==> config.mk <==
export PLATFORM = sky130hd
export DESIGN_NAME = gps_spoof_flight_mode_fsm
export DESIGN_NICKNAME = d
export VERILOG_FILES = /design/src/rtl/gsfm_pkg.sv /design/src/rtl/gsfm_cfg_regs.sv /design/src/rtl/gsfm_mode_logic.sv /design/src/rtl/gps_spoof_flight_mode_fsm.sv
export SDC_FILE = /design/constraint.sdc
export NUM_CORES = 1
export LEC_CHECK = 0
export BUFFER_PORTS_ARGS = -buffer_cell sky130_fd_sc_hd__buf_2
export CAP_MARGIN = 20
export CORE_UTILIZATION = 50
export DETAILED_ROUTE_END_ITERATION = 7
export PLACE_DENSITY_LB_ADDON = 0.12
export REMOVE_ABC_BUFFERS = 1
export SLEW_MARGIN = 20
export SYNTH_ARGS = -nofsm -noshare
export SYNTH_HDL_FRONTEND = slang
export SYNTH_SLANG_ARGS = --single-unit
==> constraint.sdc <==
create_clock -name clk -period 14.2 [get_ports clk]
set_input_delay 2.13 -clock clk [delete_from_list [all_inputs] [get_ports clk]]
set_output_delay 2.13 -clock clk [all_outputs]
set_load 0.01 [all_outputs]
==> src/rtl/gsfm_pkg.sv <==
`default_nettype none

package gsfm_pkg;

    // Width of the kept timestamps; elapsed times wrap modulo 2**TIME_BITS.
    localparam int TIME_BITS = 32;

    // Width that holds both a time and a 32-bit configuration value.
    localparam int WIDE_W = (TIME_BITS > 32) ? TIME_BITS : 32;

    // Width of the scaled values used in the landing compare (times 10 and times 9).
    localparam int LAND_W = WIDE_W + 4;

    typedef logic [TIME_BITS-1:0] time_t;
    typedef logic [WIDE_W-1:0]    wide_t;
    typedef logic [LAND_W-1:0]    land_t;

    // Flight phase thresholds in milliseconds.
    localparam time_t GROUND_LIMIT_MS  = time_t'(500);
    localparam time_t TAKEOFF_LIMIT_MS = time_t'(4000);
    localparam time_t SUSPECT_HOLD_MS  = time_t'(400);

    // Configuration register indexes.
    localparam logic [1:0] CFG_FLIGHT_DURATION = 2'd0;
    localparam logic [1:0] CFG_REACQUIRE_QUIET = 2'd1;
    localparam logic [1:0] CFG_RECOVERY_GATE   = 2'd2;

    // Configuration reset values.
    localparam logic [31:0] FLIGHT_DURATION_RST = 32'd60000;
    localparam logic [31:0] REACQUIRE_QUIET_RST = 32'd2000;
    localparam logic [15:0] RECOVERY_GATE_RST   = 16'd500;

    typedef enum logic [2:0] {
        MODE_GROUNDED  = 3'd0,
        MODE_TAKEOFF   = 3'd1,
        MODE_MISSION   = 3'd2,
        MODE_SUSPECT   = 3'd3,
        MODE_REJECTED  = 3'd4,
        MODE_REACQUIRE = 3'd5,
        MODE_LANDING   = 3'd6
    } mode_t;

    // One input item.
    typedef struct packed {
        logic [31:0] time_ms;
        logic        spoof_detected;
        logic [15:0] residual_cm;
    } sample_t;

    // One result item.
    typedef struct packed {
        logic [2:0] flight_mode;
        logic       gps_ok;
        logic       failsafe;
    } status_t;

    // Configuration as seen by the mode logic; the duration is kept times nine.
    typedef struct packed {
        land_t       land_x9;
        logic [31:0] quiet_ms;
        logic [15:0] gate_cm;
    } cfg_t;

    // State kept from one item to the next.
    typedef struct packed {
        mode_t mode;
        time_t entry_time;
        time_t detect_time;
    } state_t;

endpackage

`default_nettype wire

==> src/rtl/gsfm_cfg_regs.sv <==
`default_nettype none

module gsfm_cfg_regs
    import gsfm_pkg::*;
(
    input  wire logic        clk,
    input  wire logic        rst_n,
    input  wire logic        cfg_we,
    input  wire logic [1:0]  cfg_index,
    input  wire logic [31:0] cfg_data,
    output cfg_t             cfg
);

    land_t       land_x9_reg;
    logic [31:0] quiet_reg;
    logic [15:0] gate_reg;
    land_t       dur_ext;

    // The duration is stored times nine so that the landing test needs no divider.
    assign dur_ext = land_t'(cfg_data);

    always_ff @(posedge clk or negedge rst_n)
    begin
        if (!rst_n)
        begin
            land_x9_reg <= (land_t'(FLIGHT_DURATION_RST) << 3) + land_t'(FLIGHT_DURATION_RST);
            quiet_reg   <= REACQUIRE_QUIET_RST;
            gate_reg    <= RECOVERY_GATE_RST;
        end
        else if (cfg_we)
        begin
            unique case (cfg_index)
                CFG_FLIGHT_DURATION: land_x9_reg <= (dur_ext << 3) + dur_ext;
                CFG_REACQUIRE_QUIET: quiet_reg   <= cfg_data;
                CFG_RECOVERY_GATE:   gate_reg    <= cfg_data[15:0];
                default:             ;
            endcase
        end
    end

    assign cfg.land_x9  = land_x9_reg;
    assign cfg.quiet_ms = quiet_reg;
    assign cfg.gate_cm  = gate_reg;

endmodule

`default_nettype wire

==> src/rtl/gsfm_mode_logic.sv <==
`default_nettype none

module gsfm_mode_logic
    import gsfm_pkg::*;
(
    input  wire state_t  cur,
    input  wire sample_t sample,
    input  wire cfg_t    cfg,
    output state_t       nxt,
    output status_t      status
);

    time_t now;
    land_t now_x10;
    logic  below_gate;
    logic  past_landing;
    mode_t m1;
    time_t e1;
    mode_t m2;
    time_t e2;
    time_t d2;
    mode_t m3;
    time_t e3;
    logic  trusted;
    wide_t since_entry;
    wide_t since_detect;

    assign now        = time_t'(sample.time_ms);
    assign below_gate = sample.residual_cm < cfg.gate_cm;

    // now > floor(9 * duration / 10) holds exactly when 10 * now > 9 * duration.
    assign now_x10      = (land_t'(now) << 3) + (land_t'(now) << 1);
    assign past_landing = now_x10 > cfg.land_x9;

    // Flight phase rules.
    always_comb
    begin
        m1 = cur.mode;
        e1 = cur.entry_time;
        priority if (now < GROUND_LIMIT_MS)
        begin
            if (cur.mode != MODE_GROUNDED)
            begin
                m1 = MODE_GROUNDED;
                e1 = now;
            end
        end
        else if (now < TAKEOFF_LIMIT_MS && cur.mode == MODE_GROUNDED)
        begin
            m1 = MODE_TAKEOFF;
            e1 = now;
        end
        else if (past_landing && cur.mode != MODE_LANDING)
        begin
            m1 = MODE_LANDING;
            e1 = now;
        end
        else
        begin
        end
    end

    // A detection stamps the time and forces suspect unless GPS is already in doubt.
    always_comb
    begin
        m2 = m1;
        e2 = e1;
        d2 = cur.detect_time;
        if (sample.spoof_detected)
        begin
            d2 = now;
            if (m1 != MODE_REJECTED && m1 != MODE_SUSPECT)
            begin
                m2 = MODE_SUSPECT;
                e2 = now;
            end
        end
    end

    // Elapsed times wrap in the time width.
    assign since_entry  = wide_t'(time_t'(now - e2));
    assign since_detect = wide_t'(time_t'(now - d2));

    // Per-mode rules; every move here goes to a different mode.
    always_comb
    begin
        m3      = m2;
        e3      = e2;
        trusted = 1'b1;
        unique case (m2)
            MODE_TAKEOFF:
            begin
                if (now >= TAKEOFF_LIMIT_MS)
                begin
                    m3 = MODE_MISSION;
                    e3 = now;
                end
            end
            MODE_SUSPECT:
            begin
                if (since_entry > wide_t'(SUSPECT_HOLD_MS))
                begin
                    m3 = MODE_REJECTED;
                    e3 = now;
                end
            end
            MODE_REJECTED:
            begin
                trusted = 1'b0;
                if (since_detect > wide_t'(cfg.quiet_ms) && below_gate)
                begin
                    m3 = MODE_REACQUIRE;
                    e3 = now;
                end
            end
            MODE_REACQUIRE:
            begin
                if (below_gate && since_entry > wide_t'(cfg.quiet_ms))
                begin
                    m3 = MODE_MISSION;
                    e3 = now;
                end
            end
            default:
            begin
            end
        endcase
    end

    assign nxt.mode        = m3;
    assign nxt.entry_time  = e3;
    assign nxt.detect_time = d2;

    assign status.flight_mode = m3;
    assign status.gps_ok      = trusted;
    assign status.failsafe    = (m3 == MODE_REJECTED);

endmodule

`default_nettype wire

==> src/rtl/gps_spoof_flight_mode_fsm.sv <==
`default_nettype none

// Channel  | Handshake                    | Payload
// ---------+------------------------------+--------------------------------------
// sample   | sample_valid / sample_stall  | sample_data: time, detect flag, residual
// status   | status_valid / status_stall  | status_data: mode, trusted, failsafe
// config   | cfg_we                       | cfg_index, cfg_data
//
// One item per cycle sustained while the result is not stalled.
// The item sits in an input register, the mode logic runs in one pass, and the result
// and the new mode state are registered together on the same edge.
// Reset puts the mode at grounded with both stored times at zero.
// A stalled result holds; the input register keeps taking items while it has room.

module gps_spoof_flight_mode_fsm
    import gsfm_pkg::*;
(
    input  wire logic        clk,
    input  wire logic        rst_n,
    input  wire logic        sample_valid,
    output logic             sample_stall,
    input  wire sample_t     sample_data,
    output logic             status_valid,
    input  wire logic        status_stall,
    output status_t          status_data,
    input  wire logic        cfg_we,
    input  wire logic [1:0]  cfg_index,
    input  wire logic [31:0] cfg_data
);

    cfg_t    cfg;
    sample_t sample_reg;
    logic    sample_valid_reg;
    logic    sample_valid_next;
    status_t status_reg;
    status_t status_next;
    logic    status_valid_reg;
    logic    status_valid_next;
    state_t  state_reg;
    state_t  state_next;
    logic    advance;
    logic    take;

    gsfm_cfg_regs u_cfg (
        .clk       (clk),
        .rst_n     (rst_n),
        .cfg_we    (cfg_we),
        .cfg_index (cfg_index),
        .cfg_data  (cfg_data),
        .cfg       (cfg)
    );

    gsfm_mode_logic u_logic (
        .cur    (state_reg),
        .sample (sample_reg),
        .cfg    (cfg),
        .nxt    (state_next),
        .status (status_next)
    );

    // Handshake: the held item moves on when the result register is free or draining.
    assign advance           = sample_valid_reg && (!status_valid_reg || !status_stall);
    assign sample_stall      = sample_valid_reg && !advance;
    assign take              = sample_valid && !sample_stall;
    assign sample_valid_next = take || (sample_valid_reg && !advance);
    assign status_valid_next = advance || (status_valid_reg && status_stall);

    // Control state and mode state.
    always_ff @(posedge clk or negedge rst_n)
    begin
        if (!rst_n)
        begin
            sample_valid_reg      <= 1'b0;
            status_valid_reg      <= 1'b0;
            state_reg.mode        <= MODE_GROUNDED;
            state_reg.entry_time  <= '0;
            state_reg.detect_time <= '0;
        end
        else
        begin
            sample_valid_reg <= sample_valid_next;
            status_valid_reg <= status_valid_next;
            if (advance)
            begin
                state_reg <= state_next;
            end
        end
    end

    // Payload registers.
    always_ff @(posedge clk)
    begin
        if (take)
        begin
            sample_reg <= sample_data;
        end
        if (advance)
        begin
            status_reg <= status_next;
        end
    end

    assign status_valid = status_valid_reg;
    assign status_data  = status_reg;

endmodule

`default_nettype wire
==> run_results.csv <==
group,metric,value,unit
critical_path,reg2reg_from,"sample_reg[28]",
critical_path,r2r-end,"state_reg[63]",
sta,fin_skew,22.83,ps
synth,ys_async_sr_fraction,0.7391,
cts,clkTransAtPathRegs,60,ps
global_route,grt_usage,0.2665,
outcome,outcome,"complete, no violations",
global_route,grt_pass1_wl,75.35,mm
drt,ant_nets,0,
cells_and_area,stdcell_area,19200,um2
power_and_ir_drop,peakVddDrop,0.1062,mV
cts,cts_sinks,207,
drt,vias_per_cell,5.880,
sta,finalHoldViolCount,0,
hold_path,hold_start,"u_cfg.land_x9_reg[6]",
drt,dr.pass1.iters,5,
critical_path,slowest_stage,"edfxtp_1",
cells_and_area,final_cell_mix,"ha_1 (235), nand2_1 (166), o21ai_0 (146)",
power_and_ir_drop,p_int,1.803,mW
critical_path,cp-start-kind,"register",
floorplanning,io_pins,95,
synth,yosysUniqueCellTypes,86,
cells_and_area,final_common_cell,"ha_1",
hold_path,whs_endpoint,"u_cfg.land_x9_reg[6]",
hold_path,min_path_cells,2,
cells_and_area,nNetsFinal,2303,
cells_and_area,antennaDiodeCount,0,
cts,hold_buffers,0,
drt,wl_per_cell,19.16,um
sta,fmax,82.13,MHz
placement,post_dp_cell_area,18380,um2
floorplanning,fp.dieH,189.1,um
critical_path,r2r_cells,43,
sta,setup_violations,0,
floorplanning,dieArea,35750,um2
cts,clockBufferDepth,3,
sta,tightest_slew,1063,ps
synth,synth_top_area_cell,"dfrtp_1",
floorplanning,initial_core_util,0.5078,
global_route,grt_pass1_vias,14221,
synth,yosys-top-cells-area,"dfrtp_1 (19%), ha_1 (17%), edfxtp_1 (9.3%)",
cts,cts_htree_levels,1,
global_route,antenna_found_initial,0,
power_and_ir_drop,seqPwrFrac,0.269,
placement,portBuffers,94,
floorplanning,rows,68,
critical_path,crit_top_cell,"a21o_1",
floorplanning,core_area,34460,um2
drt,via_count,14405,
cts,post_cts_buffers,0,
critical_path,critPathCaptureType,"register",
critical_path,cp.arrival,12610,ps
floorplanning,fp.dieW,189.1,um
critical_path,rrSetupSlack,2020,ps
global_route,overflow,0,
synth,ys_seq_area_frac,0.3129,
synth,synth_area_per_cell,9.238,um2
synth,yosys_warnings,0,
power_and_ir_drop,power.density,161.3,nW/um2
synth,syn-instance-count,1894,
cells_and_area,fillers,3109,
cts,clk_latency,560,ps
power_and_ir_drop,switchingPower,1.294,mW
cts,cts_repair_resize_count,0,
sta,period_minus_slack,12180,ps
placement,gp_congestion,0.9364,
global_route,grt_max_degree,87,
cells_and_area,syn2layout_area_growth,9.725,%
drt,wirelength,46.94,mm
hold_path,min-delay-path-class,"register to register",
placement,dpl.hpwl,36.08,mm
synth,netlist.area_leader.share,0.1902,
synth,synth.cell_area,17500,um2
sta,relSlewSlack,0.2728,
synth,synthFlopType,"dfrtp_1",
power_and_ir_drop,combPwrFrac,0.525,
cts,numCtsBuffers,25,
synth,synth-edff-count,54,
synth,ys_seq_elements,207,
flow_run,cap_violations,0,
sta,period_share,0.8574,
critical_path,critical_path.max_fanout,29,
sta,slew_violations,0,
drt,first_iter_violations,857,
critical_path,required,14630,ps
cells_and_area,largest_reg_flops,67,
critical_path,critPathKind,"register to register",
cts,cts_root_buffer,"clkbuf_16",
power_and_ir_drop,power_leakage,8.809,nW
cells_and_area,drive_gt1_frac,0.1363,
placement,post-place-ws,2157,ps
critical_path,slowest_delay,560,ps
power_and_ir_drop,swShare,0.4179,
power_and_ir_drop,p_clk_frac,0.206,
drt,drc,0,
sta,rsz0062_at_grt,"no",
cts,cts_tree,"yes",
sta,finalWorstSetupSlack,2025,ps
sta,tns,0,ps
-- per-layer routing --
layer	GRT usage	wire (um)	vias to the layer above
met5	0	0	-
met2	0.4208	20650	308
li1	-	-	7143
met1	0.3864	23220	6886
met4	0.08127	1196	0
met3	0.02298	1867	68
-- through the flow --
| step | hold WS (ps) | util | std cells | power, mW |
|---|---|---|---|---|
| global route | 481.6 | 0.5572 | 2450 | 3.348 |
| finish | 473.6 | 0.5572 | 2450 | 3.097 |
| CTS | 478.5 | 0.5572 | 2450 | 3.101 |
| detailed placement | 467.9 | 0.5334 | 2404 | 2.444 |
| global placement | 462.5 | 0.5334 | 2404 | 2.414 |
| floorplan | 448.5 | - | 1846 | 2.023 |
-- cells in the mapped netlist, types with 6 or more instances --
library cell / count
and2_1: 18
and3_1: 13
or3_1: 18
xnor2_1: 64
a22oi_1: 7
mux2i_1: 58
a221o_1: 7
nor3b_1: 7
edfxtp_1: 54
ha_1: 235
inv_1: 135
buf_1: 8
xor2_1: 30
o21bai_1: 14
nor2b_1: 21
o31a_1: 7
clkbuf_1: 33
o21a_1: 22
nor2_1: 101
nor4_1: 6
a211oi_1: 24
nand4_1: 27
a31oi_1: 21
o21ai_0: 146
a21o_1: 61
o2111ai_1: 6
a2111oi_0: 10
mux2_2: 69
a21oi_1: 113
nand2b_1: 22
nand2_1: 167
nand3_1: 30
o31ai_1: 13
nor3_1: 38
or2_2: 10
dfstp_2: 20
o211ai_1: 14
dfrtp_1: 133
mux2_4: 10
a21boi_0: 9
-- power groups by stage --
stage	clock network (mW)	registers, mW	logic (mW)
floorplan	0	0.813	1.21
global route	0.676	0.848	1.82
global placement	0	0.835	1.58
CTS	0.656	0.831	1.61
detailed placement	0	0.840	1.60
finish	0.639	0.832	1.63
-- layout make-up --
cell class                      instances  area (um2)  share of cell area
Inverter                              136       510.5             0.02659
Clock buffer                           33       705.7             0.03676
Timing Repair Buffer                  103       544.3             0.02835
Clock inverter                         13       111.4            0.005800
Multi-Input combinational cell       1503       11280              0.5877
Sequential cell                       207        5475              0.2852
Tap cell                              455       569.3             0.02965
-- worst max path at each step --
stage,start,endpoint,slack [ps],cells after the start
finish,sample_reg[28],state_reg[63],2020,43
global route,sample_reg[27],state_reg[63],1190,43
CTS,sample_reg[28],state_reg[63],2120,43
detailed placement,sample_reg[28],state_reg[63],2160,43
global placement,sample_reg[28],state_reg[63],2430,42
floorplan,sample_reg[26],state_reg[32],3550,40
-- worst max-delay path: cells and delay by family, from the launching register on --
kind | cells | cell delay [ps]
buffers and inverters | 2 | 670
DFF | 1 | 560
and+or+nand+nor | 13 | 2830
muxes | 2 | 630
AOI/OAI and AO/OA | 20 | 5750
adders and majority gates | 4 | 1320
xor gates and xnor gates | 2 | 200
-- cell families (layout without fill, tap and decap cells) --
logic type / count (synthesis) / count (layout) / synth area share
buffers and inverters: 184 / 285 / 0.04255
adders and majority gates: 239 / 239 / 0.1726
muxes: 138 / 138 / 0.08746
AOI/OAI and AO/OA: 524 / 524 / 0.1935
DFF: 207 / 207 / 0.3129
and+or+nand+nor: 507 / 507 / 0.1430
xor gates and xnor gates: 95 / 95 / 0.04798
(Power assumes the default switching activity.)
